## src/rk4sd_pkg.sv

```systemverilog
// shared types, constants and step sequence of the rk4 spring-damper stepper
package rk4sd_pkg;

   // number format and field widths
   localparam int DATA_W     = 32;
   localparam int FRAC_W     = 16;
   localparam int DT_W       = 17;
   localparam int COEF_W     = 31;
   localparam int CSR_IDX_W  = 2;
   localparam int CSR_DATA_W = 31;
   localparam int PROD_W     = DATA_W + COEF_W;
   localparam int Q_W        = PROD_W - FRAC_W;
   localparam int RECIP_W    = 30;
   localparam int DT6_PROD_W = DT_W + RECIP_W;
   localparam int STEP_W     = 5;

   // register indexes
   localparam logic [CSR_IDX_W-1:0] CSR_TIME_STEP = 2'd0;
   localparam logic [CSR_IDX_W-1:0] CSR_SPRING    = 2'd1;
   localparam logic [CSR_IDX_W-1:0] CSR_DAMPING   = 2'd2;

   // reset values and the reciprocal of six in 0.32 form
   localparam logic [DT_W-1:0]    TIME_STEP_RST = 17'd6554;
   localparam logic [DT_W-1:0]    DT6_RST       = 17'd1092;
   localparam logic [COEF_W-1:0]  SPRING_RST    = 31'd131072;
   localparam logic [COEF_W-1:0]  DAMPING_RST   = 31'd131072;
   localparam logic [RECIP_W-1:0] RECIP_SIXTH   = 30'd715827883;

   localparam logic [STEP_W-1:0] LAST_STEP = 5'd17;

   typedef logic signed [DATA_W-1:0] word_type;

   typedef enum logic [0:0] {
      ST_IDLE,
      ST_RUN
   } state_type;

   // multiplier operand a: a signed state value
   typedef enum logic [2:0] {
      MA_POS,
      MA_VEL,
      MA_XS,
      MA_VS,
      MA_ACC,
      MA_SV,
      MA_SA
   } mul_a_type;

   // multiplier operand b: a nonnegative coefficient or step
   typedef enum logic [2:0] {
      MB_K,
      MB_C,
      MB_HDT,
      MB_DT,
      MB_DT6
   } mul_b_type;

   // destination of the saturating add that consumes the last product
   typedef enum logic [2:0] {
      AD_NONE,
      AD_T,
      AD_A,
      AD_XS,
      AD_VS,
      AD_POS,
      AD_VEL
   } add_dst_type;

   // weighted slope sums
   typedef enum logic [2:0] {
      AC_NONE,
      AC_SV_LOAD,
      AC_SA_LOAD,
      AC_SV_DBL,
      AC_SA_DBL,
      AC_SV_ADD,
      AC_SA_ADD
   } acc_type;

   typedef struct packed {
      logic        mul_en;
      mul_a_type   mul_a;
      mul_b_type   mul_b;
      add_dst_type add_dst;
      acc_type     acc;
   } ucode_type;

   // a row per cycle unless stalled: issue a product, fold the prior, sum slopes
   function automatic ucode_type ucode(input logic [STEP_W-1:0] step);
      ucode_type u;
      u.mul_en  = 1'b1;
      u.mul_a   = MA_POS;
      u.mul_b   = MB_K;
      u.add_dst = AD_NONE;
      u.acc     = AC_NONE;
      case (step)
         5'd0: begin
            u.mul_a = MA_POS; u.mul_b = MB_K;   u.acc = AC_SV_LOAD;
         end
         5'd1: begin
            u.mul_a = MA_VEL; u.mul_b = MB_C;   u.add_dst = AD_T;
         end
         5'd2: begin
            u.mul_a = MA_VEL; u.mul_b = MB_HDT; u.add_dst = AD_A;
         end
         5'd3: begin
            u.mul_a = MA_ACC; u.mul_b = MB_HDT; u.add_dst = AD_XS; u.acc = AC_SA_LOAD;
         end
         5'd4: begin
            u.mul_a = MA_XS;  u.mul_b = MB_K;   u.add_dst = AD_VS;
         end
         5'd5: begin
            u.mul_a = MA_VS;  u.mul_b = MB_C;   u.add_dst = AD_T;  u.acc = AC_SV_DBL;
         end
         5'd6: begin
            u.mul_a = MA_VS;  u.mul_b = MB_HDT; u.add_dst = AD_A;
         end
         5'd7: begin
            u.mul_a = MA_ACC; u.mul_b = MB_HDT; u.add_dst = AD_XS; u.acc = AC_SA_DBL;
         end
         5'd8: begin
            u.mul_a = MA_XS;  u.mul_b = MB_K;   u.add_dst = AD_VS;
         end
         5'd9: begin
            u.mul_a = MA_VS;  u.mul_b = MB_C;   u.add_dst = AD_T;  u.acc = AC_SV_DBL;
         end
         5'd10: begin
            u.mul_a = MA_VS;  u.mul_b = MB_DT;  u.add_dst = AD_A;
         end
         5'd11: begin
            u.mul_a = MA_ACC; u.mul_b = MB_DT;  u.add_dst = AD_XS; u.acc = AC_SA_DBL;
         end
         5'd12: begin
            u.mul_a = MA_XS;  u.mul_b = MB_K;   u.add_dst = AD_VS;
         end
         5'd13: begin
            u.mul_a = MA_VS;  u.mul_b = MB_C;   u.add_dst = AD_T;  u.acc = AC_SV_ADD;
         end
         5'd14: begin
            u.mul_a = MA_SV;  u.mul_b = MB_DT6; u.add_dst = AD_A;
         end
         5'd15: begin
            u.mul_en = 1'b0;  u.add_dst = AD_POS; u.acc = AC_SA_ADD;
         end
         5'd16: begin
            u.mul_a = MA_SA;  u.mul_b = MB_DT6;
         end
         5'd17: begin
            u.mul_en = 1'b0;  u.add_dst = AD_VEL;
         end
         default: begin
            u.mul_en = 1'b0;
         end
      endcase
      return u;
   endfunction

endpackage

```

## src/rk4_spring_damper_step_top.sv

```systemverilog
// rk4 spring-damper stepper: sequencer around one shared multiplier and saturating adders
//
//   beat     ports                              carries
//   req      req_valid/req_ready                force_req, signed Q16.16
//   rsp      rsp_valid/rsp_ready                position, velocity, overflow
//   csr      csr_write_en/csr_index/csr_wdata   time_step, spring_stiffness, damping_coeff
//
// a new item is accepted only in idle, after the previous one has run 18 sequencer steps
// issuing 16 32x31 products, each folded into a state value one step later. the step count
// is set by the single multiplier and the dependent chain of four slope evaluations.
// reset clears position, velocity and control and loads the register defaults.
// a result waits in the rsp register; the sequencer holds on its last step while it is not taken.
module rk4_spring_damper_step_top (
   input  logic                               clock,
   input  logic                               reset,
   input  logic                               req_valid,
   output logic                               req_ready,
   input  logic signed [rk4sd_pkg::DATA_W-1:0] req_force_req,
   output logic                               rsp_valid,
   input  logic                               rsp_ready,
   output logic signed [rk4sd_pkg::DATA_W-1:0] rsp_position,
   output logic signed [rk4sd_pkg::DATA_W-1:0] rsp_velocity,
   output logic                               rsp_overflow,
   input  logic                               csr_write_en,
   input  logic [rk4sd_pkg::CSR_IDX_W-1:0]     csr_index,
   input  logic [rk4sd_pkg::CSR_DATA_W-1:0]    csr_wdata
);

   localparam int DW = rk4sd_pkg::DATA_W;

   // exact 34-bit value clamped to the word range, flag in the top bit
   function automatic logic [DW:0] clamp_word(input logic signed [DW+1:0] s);
      logic signed [DW+1:0] hi_lim;
      logic signed [DW+1:0] lo_lim;
      hi_lim = {3'b000, {(DW-1){1'b1}}};
      lo_lim = {3'b111, {(DW-1){1'b0}}};
      if (s > hi_lim) begin
         clamp_word = {1'b1, hi_lim[DW-1:0]};
      end else if (s < lo_lim) begin
         clamp_word = {1'b1, lo_lim[DW-1:0]};
      end else begin
         clamp_word = {1'b0, s[DW-1:0]};
      end
   endfunction

   function automatic logic signed [DW+1:0] ext(input logic [DW-1:0] w);
      ext = {{2{w[DW-1]}}, w};
   endfunction

   // control state
   rk4sd_pkg::state_type           state_ff, state_in;
   logic [rk4sd_pkg::STEP_W-1:0]   step_ff, step_in;
   logic                           rsp_valid_ff, rsp_valid_in;
   logic                           sat_ff, sat_in;
   logic                           run_adv;
   logic                           finish;
   logic                           accept;

   // configuration
   logic [rk4sd_pkg::DT_W-1:0]     time_step_ff, time_step_in;
   logic [rk4sd_pkg::DT_W-1:0]     dt6_ff, dt6_in;
   logic [rk4sd_pkg::COEF_W-1:0]   spring_ff, spring_in;
   logic [rk4sd_pkg::COEF_W-1:0]   damping_ff, damping_in;
   logic [rk4sd_pkg::DT6_PROD_W-1:0] dt6_prod;

   // datapath state
   rk4sd_pkg::word_type pos_ff, pos_in;
   rk4sd_pkg::word_type vel_ff, vel_in;
   rk4sd_pkg::word_type force_ff, force_in;
   rk4sd_pkg::word_type t_ff, t_in;
   rk4sd_pkg::word_type acc_ff, acc_in;
   rk4sd_pkg::word_type xs_ff, xs_in;
   rk4sd_pkg::word_type vs_ff, vs_in;
   rk4sd_pkg::word_type sv_ff, sv_in;
   rk4sd_pkg::word_type sa_ff, sa_in;
   logic [rk4sd_pkg::PROD_W-1:0] prod_ff, prod_in;
   logic                         neg_ff, neg_in;

   // result register
   rk4sd_pkg::word_type rsp_position_ff, rsp_position_in;
   rk4sd_pkg::word_type rsp_velocity_ff, rsp_velocity_in;
   logic                rsp_overflow_ff, rsp_overflow_in;

   // datapath wires
   rk4sd_pkg::ucode_type          uc;
   logic [DW-1:0]                 mul_a_val;
   logic [DW-1:0]                 mag_a;
   logic [rk4sd_pkg::COEF_W-1:0]  mul_b_val;
   logic [rk4sd_pkg::Q_W-1:0]     quot;
   logic [rk4sd_pkg::Q_W-1:0]     lim;
   logic                          mul_sat;
   logic [DW-1:0]                 mul_mag;
   logic [DW-1:0]                 mul_res;
   logic [DW-1:0]                 add_base;
   logic                          add_sub;
   logic [DW:0]                   add_clamped;
   logic                          acc_is_sv;
   logic                          acc_dbl;
   logic                          acc_sum;
   logic [DW-1:0]                 acc_src;
   logic [DW-1:0]                 acc_base;
   logic [DW:0]                   dbl_clamped;
   logic [DW-1:0]                 acc_addend;
   logic [DW:0]                   accsum_clamped;

   assign uc     = rk4sd_pkg::ucode(step_ff);
   assign accept = req_valid && req_ready;

   // sequencer
   always_comb begin
      state_in  = state_ff;
      step_in   = step_ff;
      req_ready = 1'b0;
      run_adv   = 1'b0;
      finish    = 1'b0;
      case (state_ff)
         rk4sd_pkg::ST_IDLE: begin
            req_ready = 1'b1;
            if (req_valid) begin
               state_in = rk4sd_pkg::ST_RUN;
               step_in  = '0;
            end
         end
         rk4sd_pkg::ST_RUN: begin
            run_adv = !(step_ff == rk4sd_pkg::LAST_STEP && rsp_valid_ff && !rsp_ready);
            if (run_adv) begin
               if (step_ff == rk4sd_pkg::LAST_STEP) begin
                  finish   = 1'b1;
                  state_in = rk4sd_pkg::ST_IDLE;
                  step_in  = '0;
               end else begin
                  step_in = step_ff + rk4sd_pkg::STEP_W'(1);
               end
            end
         end
         default: begin
            state_in = rk4sd_pkg::ST_IDLE;
            step_in  = '0;
         end
      endcase
   end

   // multiplier operands, magnitude form
   always_comb begin
      case (uc.mul_a)
         rk4sd_pkg::MA_POS: mul_a_val = pos_ff;
         rk4sd_pkg::MA_VEL: mul_a_val = vel_ff;
         rk4sd_pkg::MA_XS:  mul_a_val = xs_ff;
         rk4sd_pkg::MA_VS:  mul_a_val = vs_ff;
         rk4sd_pkg::MA_ACC: mul_a_val = acc_ff;
         rk4sd_pkg::MA_SV:  mul_a_val = sv_ff;
         rk4sd_pkg::MA_SA:  mul_a_val = sa_ff;
         default:           mul_a_val = pos_ff;
      endcase
      case (uc.mul_b)
         rk4sd_pkg::MB_K:   mul_b_val = spring_ff;
         rk4sd_pkg::MB_C:   mul_b_val = damping_ff;
         rk4sd_pkg::MB_HDT: mul_b_val = {{(rk4sd_pkg::COEF_W-rk4sd_pkg::DT_W+1){1'b0}},
                                        time_step_ff[rk4sd_pkg::DT_W-1:1]};
         rk4sd_pkg::MB_DT:  mul_b_val = {{(rk4sd_pkg::COEF_W-rk4sd_pkg::DT_W){1'b0}},
                                        time_step_ff};
         rk4sd_pkg::MB_DT6: mul_b_val = {{(rk4sd_pkg::COEF_W-rk4sd_pkg::DT_W){1'b0}}, dt6_ff};
         default:           mul_b_val = spring_ff;
      endcase
      mag_a = mul_a_val[DW-1] ? (~mul_a_val + DW'(1)) : mul_a_val;
   end

   // scale the stored product, saturate, restore sign
   always_comb begin
      quot    = prod_ff[rk4sd_pkg::PROD_W-1:rk4sd_pkg::FRAC_W];
      lim     = {{(rk4sd_pkg::Q_W-DW){1'b0}}, neg_ff, {(DW-1){~neg_ff}}};
      mul_sat = quot > lim;
      mul_mag = mul_sat ? lim[DW-1:0] : quot[DW-1:0];
      mul_res = neg_ff ? (~mul_mag + DW'(1)) : mul_mag;
   end

   // saturating add of the scaled product into a state value
   always_comb begin
      add_base = pos_ff;
      add_sub  = 1'b0;
      case (uc.add_dst)
         rk4sd_pkg::AD_T: begin
            add_base = force_ff;
            add_sub  = 1'b1;
         end
         rk4sd_pkg::AD_A: begin
            add_base = t_ff;
            add_sub  = 1'b1;
         end
         rk4sd_pkg::AD_XS, rk4sd_pkg::AD_POS: begin
            add_base = pos_ff;
         end
         rk4sd_pkg::AD_VS, rk4sd_pkg::AD_VEL: begin
            add_base = vel_ff;
         end
         default: begin
            add_base = pos_ff;
         end
      endcase
      add_clamped = clamp_word(add_sub ? (ext(add_base) - ext(mul_res))
                                       : (ext(add_base) + ext(mul_res)));
   end

   // weighted slope sums, one term a step
   always_comb begin
      acc_is_sv = 1'b0;
      acc_dbl   = 1'b0;
      acc_sum   = 1'b0;
      case (uc.acc)
         rk4sd_pkg::AC_SV_DBL: begin
            acc_is_sv = 1'b1; acc_dbl = 1'b1; acc_sum = 1'b1;
         end
         rk4sd_pkg::AC_SA_DBL: begin
            acc_dbl = 1'b1; acc_sum = 1'b1;
         end
         rk4sd_pkg::AC_SV_ADD: begin
            acc_is_sv = 1'b1; acc_sum = 1'b1;
         end
         rk4sd_pkg::AC_SA_ADD: begin
            acc_sum = 1'b1;
         end
         default: begin
            acc_sum = 1'b0;
         end
      endcase
      acc_src        = acc_is_sv ? vs_ff : acc_ff;
      acc_base       = acc_is_sv ? sv_ff : sa_ff;
      dbl_clamped    = clamp_word(ext(acc_src) <<< 1);
      acc_addend     = acc_dbl ? dbl_clamped[DW-1:0] : acc_src;
      accsum_clamped = clamp_word(ext(acc_base) + ext(acc_addend));
   end

   // next values of configuration, datapath and result registers
   always_comb begin
      time_step_in    = time_step_ff;
      dt6_in          = dt6_ff;
      spring_in       = spring_ff;
      damping_in      = damping_ff;
      pos_in          = pos_ff;
      vel_in          = vel_ff;
      force_in        = force_ff;
      t_in            = t_ff;
      acc_in          = acc_ff;
      xs_in           = xs_ff;
      vs_in           = vs_ff;
      sv_in           = sv_ff;
      sa_in           = sa_ff;
      prod_in         = prod_ff;
      neg_in          = neg_ff;
      sat_in          = sat_ff;
      rsp_position_in = rsp_position_ff;
      rsp_velocity_in = rsp_velocity_ff;
      rsp_overflow_in = rsp_overflow_ff;

      // register writes; dt/6 by reciprocal at write time
      dt6_prod = rk4sd_pkg::DT6_PROD_W'(csr_wdata[rk4sd_pkg::DT_W-1:0])
               * rk4sd_pkg::DT6_PROD_W'(rk4sd_pkg::RECIP_SIXTH);
      if (csr_write_en) begin
         case (csr_index)
            rk4sd_pkg::CSR_TIME_STEP: begin
               time_step_in = csr_wdata[rk4sd_pkg::DT_W-1:0];
               dt6_in       = rk4sd_pkg::DT_W'(dt6_prod >> 32);
            end
            rk4sd_pkg::CSR_SPRING:  spring_in  = csr_wdata;
            rk4sd_pkg::CSR_DAMPING: damping_in = csr_wdata;
            default: begin
               spring_in = spring_ff;
            end
         endcase
      end

      if (accept) begin
         force_in = req_force_req;
         sat_in   = 1'b0;
      end

      if (state_ff == rk4sd_pkg::ST_RUN && run_adv) begin
         if (uc.mul_en) begin
            prod_in = rk4sd_pkg::PROD_W'(mag_a) * rk4sd_pkg::PROD_W'(mul_b_val);
            neg_in  = mul_a_val[DW-1];
         end
         case (uc.add_dst)
            rk4sd_pkg::AD_T:   t_in   = add_clamped[DW-1:0];
            rk4sd_pkg::AD_A:   acc_in = add_clamped[DW-1:0];
            rk4sd_pkg::AD_XS:  xs_in  = add_clamped[DW-1:0];
            rk4sd_pkg::AD_VS:  vs_in  = add_clamped[DW-1:0];
            rk4sd_pkg::AD_POS: pos_in = add_clamped[DW-1:0];
            rk4sd_pkg::AD_VEL: vel_in = add_clamped[DW-1:0];
            default: begin
               t_in = t_ff;
            end
         endcase
         case (uc.acc)
            rk4sd_pkg::AC_SV_LOAD: sv_in = vel_ff;
            rk4sd_pkg::AC_SA_LOAD: sa_in = acc_ff;
            rk4sd_pkg::AC_SV_DBL, rk4sd_pkg::AC_SV_ADD: sv_in = accsum_clamped[DW-1:0];
            rk4sd_pkg::AC_SA_DBL, rk4sd_pkg::AC_SA_ADD: sa_in = accsum_clamped[DW-1:0];
            default: begin
               sv_in = sv_ff;
            end
         endcase
         sat_in = sat_ff
                | ((uc.add_dst != rk4sd_pkg::AD_NONE) && (mul_sat || add_clamped[DW]))
                | (acc_sum && ((acc_dbl && dbl_clamped[DW]) || accsum_clamped[DW]));
         if (finish) begin
            rsp_position_in = pos_ff;
            rsp_velocity_in = add_clamped[DW-1:0];
            rsp_overflow_in = sat_in;
         end
      end
   end

   // result beat held until taken
   always_comb begin
      if (finish) begin
         rsp_valid_in = 1'b1;
      end else if (rsp_ready) begin
         rsp_valid_in = 1'b0;
      end else begin
         rsp_valid_in = rsp_valid_ff;
      end
   end

   // control and state registers
   always_ff @(posedge clock) begin
      if (reset) begin
         state_ff     <= rk4sd_pkg::ST_IDLE;
         step_ff      <= '0;
         rsp_valid_ff <= 1'b0;
         sat_ff       <= 1'b0;
         time_step_ff <= rk4sd_pkg::TIME_STEP_RST;
         dt6_ff       <= rk4sd_pkg::DT6_RST;
         spring_ff    <= rk4sd_pkg::SPRING_RST;
         damping_ff   <= rk4sd_pkg::DAMPING_RST;
         pos_ff       <= '0;
         vel_ff       <= '0;
      end else begin
         state_ff     <= state_in;
         step_ff      <= step_in;
         rsp_valid_ff <= rsp_valid_in;
         sat_ff       <= sat_in;
         time_step_ff <= time_step_in;
         dt6_ff       <= dt6_in;
         spring_ff    <= spring_in;
         damping_ff   <= damping_in;
         pos_ff       <= pos_in;
         vel_ff       <= vel_in;
      end
   end

   // payload registers
   always_ff @(posedge clock) begin
      force_ff        <= force_in;
      t_ff            <= t_in;
      acc_ff          <= acc_in;
      xs_ff           <= xs_in;
      vs_ff           <= vs_in;
      sv_ff           <= sv_in;
      sa_ff           <= sa_in;
      prod_ff         <= prod_in;
      neg_ff          <= neg_in;
      rsp_position_ff <= rsp_position_in;
      rsp_velocity_ff <= rsp_velocity_in;
      rsp_overflow_ff <= rsp_overflow_in;
   end

   assign rsp_valid    = rsp_valid_ff;
   assign rsp_position = rsp_position_ff;
   assign rsp_velocity = rsp_velocity_ff;
   assign rsp_overflow = rsp_overflow_ff;

   // accepted beat starts the sequence at its first step
   a_start: assert property (@(posedge clock) disable iff (reset)
      accept |=> (state_ff == rk4sd_pkg::ST_RUN && step_ff == '0))
      else $error("sequence did not start after accepted beat");

   // a result appears only out of the last step
   a_finish: assert property (@(posedge clock) disable iff (reset)
      $rose(rsp_valid_ff) |->
         $past(state_ff == rk4sd_pkg::ST_RUN && step_ff == rk4sd_pkg::LAST_STEP))
      else $error("result raised outside the last step");

   // a waiting result holds the sequencer on its last step
   a_hold: assert property (@(posedge clock) disable iff (reset)
      (state_ff == rk4sd_pkg::ST_RUN && step_ff == rk4sd_pkg::LAST_STEP
       && rsp_valid_ff && !rsp_ready)
      |=> (state_ff == rk4sd_pkg::ST_RUN && step_ff == rk4sd_pkg::LAST_STEP && rsp_valid_ff))
      else $error("last step passed while result slot full");

   // step counter stays inside the sequence
   a_step: assert property (@(posedge clock) disable iff (reset)
      (state_ff == rk4sd_pkg::ST_RUN) |-> (step_ff <= rk4sd_pkg::LAST_STEP))
      else $error("step counter beyond sequence");

   // position and velocity only move while a step runs
   a_idle: assert property (@(posedge clock) disable iff (reset)
      (state_ff == rk4sd_pkg::ST_IDLE) |=> ($stable(pos_ff) && $stable(vel_ff)))
      else $error("state changed while idle");

endmodule

```

## config.mk

```make
export PLATFORM = sky130hd
export DESIGN_NAME = rk4_spring_damper_step_top
export DESIGN_NICKNAME = d
export VERILOG_FILES = /design/src/rk4sd_pkg.sv /design/src/rk4_spring_damper_step_top.sv
export SDC_FILE = /design/constraint.sdc
export NUM_CORES = 2
export LEC_CHECK = 0
export BUFFER_PORTS_ARGS = -buffer_cell sky130_fd_sc_hd__buf_2
export CAP_MARGIN = 20
export CORE_UTILIZATION = 50
export CTS_CLUSTER_DIAMETER = 30
export DETAILED_ROUTE_END_ITERATION = 8
export MAX_ROUTING_LAYER = met4
export PLACE_DENSITY = 0.66
export SLEW_MARGIN = 20
export SYNTH_ARGS = -nofsm -noshare
export SYNTH_HDL_FRONTEND = slang
export SYNTH_SLANG_ARGS = --single-unit
```

## constraint.sdc

```tcl
create_clock -name clock -period 13.72 [get_ports clock]
set_input_delay 2.058 -clock clock [delete_from_list [all_inputs] [get_ports clock]]
set_output_delay 2.058 -clock clock [all_outputs]
set_load 0.1 [all_outputs]
```

Word level (Yosys, flattened, before mapping)
Cells that the tools add are included.
{"block": "classes", "reduce_logical": 47, "addsub": 6, "muxes": 43, "n_eq_ne": 43, "bitwise": 6, "magnitude_cmp": 7, "multipliers": 2}
{"op": "33-bit 2-to-1 mux", "n": 6}
{"op": "32-bit 2-to-1 mux", "n": 6}
{"op": "32-bit one-hot mux with 6 select lines", "n": 1}
{"op": "32-bit one-hot mux with 2 select lines", "n": 2}
{"op": "31-bit one-hot mux with 4 select lines", "n": 1}
{"op": "32-bit one-hot mux with 3 select lines", "n": 1}
{"op": "32-bit by 32-bit adder with 33-bit output", "n": 2}
{"op": "33-bit by 32-bit > comparator with 1-bit output, second input constant", "n": 2}
{"op": "33-bit by 32-bit less-than comparator with 1-bit output, second input constant", "n": 2}
{"op": "32-bit by 1-bit adder with 32-bit output, second input constant", "n": 2}
{"op": "32-bit inverter", "n": 2}
{"op": "32-bit by 31-bit multiplier with 63-bit output", "n": 1}
{"op": "6-bit one-hot mux with 10 select lines", "n": 1}
{"op": "47-bit by 32-bit > comparator with 1-bit output", "n": 1}
{"op": "17-bit by 30-bit multiplier with 47-bit output, second input constant", "n": 1}
{"op": "5-bit by 4-bit equality test with 1-bit output, second input constant", "n": 8}
{"op": "3-bit one-hot mux with 6 select lines", "n": 2}
{"op": "34-bit by 32-bit > comparator with 1-bit output, second input constant", "n": 1}
{"op": "34-bit by 32-bit less-than comparator with 1-bit output, second input constant", "n": 1}
{"op": "34-bit 2-to-1 mux", "n": 1}
{"op": "32-bit by 32-bit subtractor with 33-bit output", "n": 1}
{"op": "3-bit equality test, second input constant", "n": 10}
{"op": "2-bit AND reduction", "n": 14}
{"op": "3-bit by 2-bit equality test with 1-bit output, second input constant", "n": 8}
{"op": "other kinds (26)", "n": 77}
{"block": "totals", "register_bits": 519, "wordCells": 176, "input_bits": 70, "output_inout_bits": 67}

Depth between registers and ports, before layout
{"block": "logic_depth", "depth_word": 19, "ltp_mapped": 49, "mapped_depth_nobuf": 44}

Worst setup path after synthesis
OpenSTA, ideal clock, no wires.
{"block": "synth_path", "path_type": "reg2reg", "from": "register step_ff[0] (netlist bit)", "to": "register prod_ff[57] (netlist bit), data pin", "setup_ps": 258, "path_slack_ps": 2642, "path_buffers": 5, "arrival_ps": 10820, "required_time_ps": 13462, "stages_incl_launch_ff": 44, "synth_period_minus_slack_ps": 11078, "cell_sequence": "dfxtp_1 > inv_1 > ha_1 > buf_4 > nor2_2 > a221o_1 > buf_2 > nor4_2 > and2_0 > o21ai_0 > a31oi_2 > nor4_4 > nand4b_2 > nor4_4 > nand2_2 > or3_1 > buf_2 > or3_1 > [... 8 more ...] > fa_1 > inv_1 > fa_1 > fa_1 > fa_1 > ha_1 > ha_1 > nand2_1 > or3_1 > or4_1 > inv_1 > o211ai_1 > a2111oi_2 > nor2_1 > a2111oi_2 > o21a_1 > nor2_1 > xnor2_1"}
{"block": "synth_via", "elab_chain_cells": 9, "elab_cells_between_ends": 35, "classes_between": "1 x add/sub; 1 x mul; 25 x eq/ne; 4 x mux; 1 x bitwise; 3 x reduce/logical"}
{"element": "from (decl)", "line_no": "rk4_spring_damper_step_top.sv:52", "text": "logic [rk4sd_pkg::STEP_W-1:0] step_ff, step_in;"}
{"element": "from (signal assigned)", "line_no": "rk4_spring_damper_step_top.sv:339", "text": "step_ff <= step_in;"}
{"element": "5-bit by 4-bit equality test with 1-bit output (tied with other cells)", "line_no": "rk4sd_pkg.sv:96", "text": "case (step)"}
{"element": "3-bit OR reduction (no source line) or 2-bit OR reduction (tied branches)"}
{"element": "6-bit one-hot mux with 10 select lines *", "line_no": "rk4sd_pkg.sv:96"}
{"element": "3-bit equality test (tied with other cells)", "line_no": "rk4_spring_damper_step_top.sv:145", "text": "case (uc.mul_a)"}
{"element": "32-bit one-hot mux with 6 select lines", "line_no": "rk4_spring_damper_step_top.sv:145"}
{"element": "32-bit inverter", "line_no": "rk4_spring_damper_step_top.sv:165", "text": "mag_a = mul_a_val[DW-1] ? (~mul_a_val + DW'(1)) : mul_a_val;"}
{"element": "32-bit by 1-bit adder with 32-bit output", "line_no": "rk4_spring_damper_step_top.sv:165"}
{"element": "32-bit 2-to-1 mux", "line_no": "rk4_spring_damper_step_top.sv:165"}
{"element": "32-bit by 31-bit multiplier with 63-bit output *", "line_no": "rk4_spring_damper_step_top.sv:279", "text": "prod_in = rk4sd_pkg::PROD_W'(mag_a) * rk4sd_pkg::PROD_W'(mul_b_val);"}
{"element": "to (signal assigned)", "line_no": "rk4_spring_damper_step_top.sv:360", "text": "prod_ff <= prod_in;"}
{"element": "to (decl)", "line_no": "rk4_spring_damper_step_top.sv:76", "text": "logic [rk4sd_pkg::PROD_W-1:0] prod_ff, prod_in;"}
Every way passes the cells marked *; elsewhere a longest branch is shown, timed or not.
A chain may end at the register's enable or synchronous reset.

Worst setup path after layout
{"block": "layout_path", "from": "register step_ff[0] (netlist bit)", "to": "register prod_ff[59] (netlist bit), data pin"}
Same word-level chain as after synthesis.

==> flow_summary.json <==
{
  "gr-total-overflow": 0,
  "layout-drive-gt1-share_pct": 11.0,
  "clock_skew_ns": 0.0739,
  "drt_pre_antenna_iters": 9,
  "rsz0062_at_grt": "no",
  "pwr-share-comb_pct": 42.2,
  "drv_cap": 0,
  "viasPerCell": 6.10,
  "grt_pass1_wl_mm": 341,
  "seq_area_frac_synth_pct": 21.0,
  "ant_nets": 0,
  "syn_to_final_growth_pct": 11.6,
  "grt_max_degree": 106,
  "io_buffers": 136,
  "clk_pin_slew_ns": 0.06,
  "totalWireLength_mm": 229,
  "seqPwrFrac_pct": 24.1,
  "hpwl_mm": 181,
  "cts_buffer_depth": 3,
  "vdd_drop_max_v": 0.000238,
  "p_leak_nw": 32.3,
  "via_count": 53900,
  "syn_nets": 8474,
  "cts_sinks": 503,
  "die_h_um": 360,
  "crit_path_end_kind": "register",
  "slowest_stage": "fa_1",
  "io-pin-count": 137,
  "yosysUniqueCellTypes": 101,
  "hp-class": "reg -> reg",
  "swShare_pct": 39.8,
  "dieArea_um2": 129000,
  "drc": 9,
  "core-area_um2": 126000,
  "initial_utilization_pct": 50.6,
  "crit_top_cell": "fa_1",
  "hold_viol": 0,
  "maxSlewHeadroom_pct": 13.2,
  "async_reset_ff_share_pct": 0,
  "status": "finished with violations",
  "synth_area_um2": 63900,
  "finalSetupViolCount": 0,
  "violations": "DRC",
  "power_density_nw_per_um2": 108,
  "holdPathStages": 2,
  "critPathLaunchType": "register",
  "grt_util_all_layers_pct": 36.5,
  "worst_pin_slew_ns": 1.29,
  "worstPathRequired_ns": 14.18,
  "critPathMaxStageDelay_ns": 0.59,
  "clk_latency_ns": 0.72,
  "cts_tree": "done",
  "syn-mean-instance-area_um2": 9.19,
  "worstPathArrival_ns": 13.66,
  "clkPwrFrac_pct": 33.7,
  "cts-root-buf": "clkbuf_16",
  "synth_edf_count": 337,
  "antenna_found_initial": 17,
  "max_freq_mhz": 75.8,
  "synthCells": 6960,
  "synth_ff_type": "edfxtp_1",
  "maxSlewViolCount": 0,
  "wl_per_cell_um": 25.9,
  "grt_pass1_vias": 53600,
  "path_class": "reg -> reg",
  "drt-initial-drc-count": 6621,
  "cts_setup_buffers": 0,
  "period_minus_slack_ns": 13.20,
  "ys_seq_elements": 503,
  "cts_buffers": 102,
  "die_width_um": 360,
  "internal_power_mw": 4.62,
  "rows": 130,
  "power_switching_mw": 3.05,
  "nets": 8608,
  "fin_tns_setup_ns": 0,
  "htree_levels": 3,
  "cp_max_fo": 15,
  "ys.warnings.count": 0,
  "reg2reg_depth": 42,
  "total_power_mw": 7.68,
  "finalWeightedCongestion": 1.03,
  "timing.final.crit_share_pct": 96.2
}
==> worst max-delay path: cells and delay by family (launching register included) <==
kind	cells	cell delay, ns
AO/OA/AOI/OAI	14	3.71
XOR/XNOR	2	0.32
adder cells (fa/ha/maj)	10	4.77
buffers and inverters	6	0.98
flip-flops	1	0.36
AND/OR/NAND/NOR	10	2.79
==> per-stage QoR <==
step / utilization, % / hold slack [ns] / cells / setup slack [ns] / cell area [um2]
CTS: 56.4 / 0.453 / 8831 / 0.602 / 71200
finish: 56.5 / 0.454 / 8844 / 0.522 / 71300
detailed placement: 53.6 / 0.446 / 8640 / 0.582 / 67600
floorplan: - / 0.431 / 6960 / 2.64 / 63900
global route: 56.5 / 0.470 / 8841 / 0.0886 / 71300
global placement: 53.5 / 0.442 / 8638 / 0.769 / 67600
==> power by group through the flow <==
stage / clock network (mW) / logic [mW] / registers, mW
6_report: 2.59 / 3.24 / 1.85
5_1_grt: 2.67 / 3.56 / 1.86
4_1_cts: 2.60 / 3.19 / 1.85
3_5_place_dp: 0 / 3.16 / 1.88
3_3_place_gp: 0 / 3.10 / 1.88
2_1_floorplan: 0 / 2.15 / 1.84
==> Yosys cell counts (all sizes together), types with 69 or more instances <==
cell type / n / area [um2]
nor2: 749 / 2890
mux2: 76 / 856
edfxtp: 337 / 10100
ha: 484 / 6060
nor3: 91 / 470
o21ai: 237 / 1190
a21oi: 503 / 2520
clkbuf: 282 / 1060
buf: 69 / 367
xnor2: 117 / 1020
inv: 981 / 3680
nand2: 890 / 3340
fa: 960 / 19200
a21o: 85 / 638
xor2: 88 / 778
nand3: 71 / 355
dfxtp: 166 / 3320
==> path summary, 6_finish.rpt <==
check | start | to | slack, ns
hold reg to reg | dt6_ff[4]$_SDFFE_PP0P_ | dt6_ff[4]$_SDFFE_PP0P_ | 0.45
setup / recovery | step_ff[0]$_SDFFE_PP0P_ | prod_ff[59]$_DFFE_PP_ | 0.52
setup reg to reg | step_ff[0]$_SDFFE_PP0P_ | prod_ff[59]$_DFFE_PP_ | 0.52
hold / removal | dt6_ff[4]$_SDFFE_PP0P_ | dt6_ff[4]$_SDFFE_PP0P_ | 0.45
==> cells by family (layout without fill, tap and decap cells) <==
logic type	count (synthesis)	count (layout)	share of synthesized area (%)
buffers and inverters	1333	1554	8.00
AOI/OAI and AO/OA	1239	1239	12.1
muxes	122	122	2.06
and+or+nand+nor	2101	2101	14.3
adders and majority gates	1457	1457	39.7
DFF	503	503	21.0
xor gates and xnor gates	205	205	2.82
other	0	13	0
==> cell usage in the layout (no fill, tap or decap), types with 15 or more instances in the layout <==
master | Yosys | routed
o21bai_1 | 20 | 19
a21oi_1 | 501 | 493
a22oi_1 | 59 | 55
and2_1 | 26 | 24
fa_1 | 960 | 960
nor3_1 | 88 | 84
a31oi_1 | 29 | 29
a21o_1 | 85 | 85
nand4_1 | 25 | 25
and3_1 | 26 | 23
ha_1 | 484 | 483
o21a_1 | 32 | 32
buf_4 | 8 | 241
o211ai_1 | 29 | 29
nand3_1 | 71 | 71
nand2_1 | 889 | 889
nor2b_1 | 30 | 30
a211oi_1 | 30 | 28
edfxtp_1 | 337 | 337
xnor2_2 | 0 | 18
or2_2 | 21 | 21
mux2i_1 | 46 | 46
a222oi_1 | 24 | 24
inv_1 | 980 | 978
o31ai_1 | 24 | 23
clkbuf_16 | 0 | 104
nand2b_1 | 56 | 56
dfxtp_1 | 166 | 166
nor2_1 | 732 | 721
inv_6 | 0 | 15
o21ai_0 | 227 | 225
nor4_1 | 23 | 19
mux2_2 | 76 | 76
xnor2_1 | 117 | 99
or3_1 | 37 | 37
buf_2 | 35 | 136
a22o_1 | 20 | 20
xor2_1 | 87 | 77
o22ai_1 | 21 | 19
==> flip-flops by register name, indices dropped and copies added (netlist names), 31 cells and up <==
signal        count
vel_ff           32
rsp_velocity     32
sv_ff            32
force_ff         32
xs_ff            32
vs_ff            32
spring_ff        31
prod_ff          47
acc_ff           32
sa_ff            32
t_ff             32
damping_ff       31
rsp_position     32
pos_ff           32
==> area by class of cell <==
cell class	instances	area, um2
inverter	982	3690
fill	11200	54900
timing repair buffer	381	2560
antenna	13	32.5
clock inverter	73	880
clock buffer	118	2760
sequential	503	13400
multi-input combinational	5124	45900
tap	1650	2060
==> layer usage <==
layer | up-vias | part of all wire, % | track usage, %
li1 | 23200 | - | -
met1 | 26800 | 39 | 47.3
met2 | 3297 | 43 | 52.4
met3 | 609 | 13 | 11.4
met4 | 0 | 5.4 | 16.1
met5 | - | 0 | -
==> timing repair <==
action | CTS | global route
endpoints found under the setup margin | 0 | 7
resized for setup | 0 | 5
hold buffers | 0 | 0
Power figures use the tool's default switching activity.
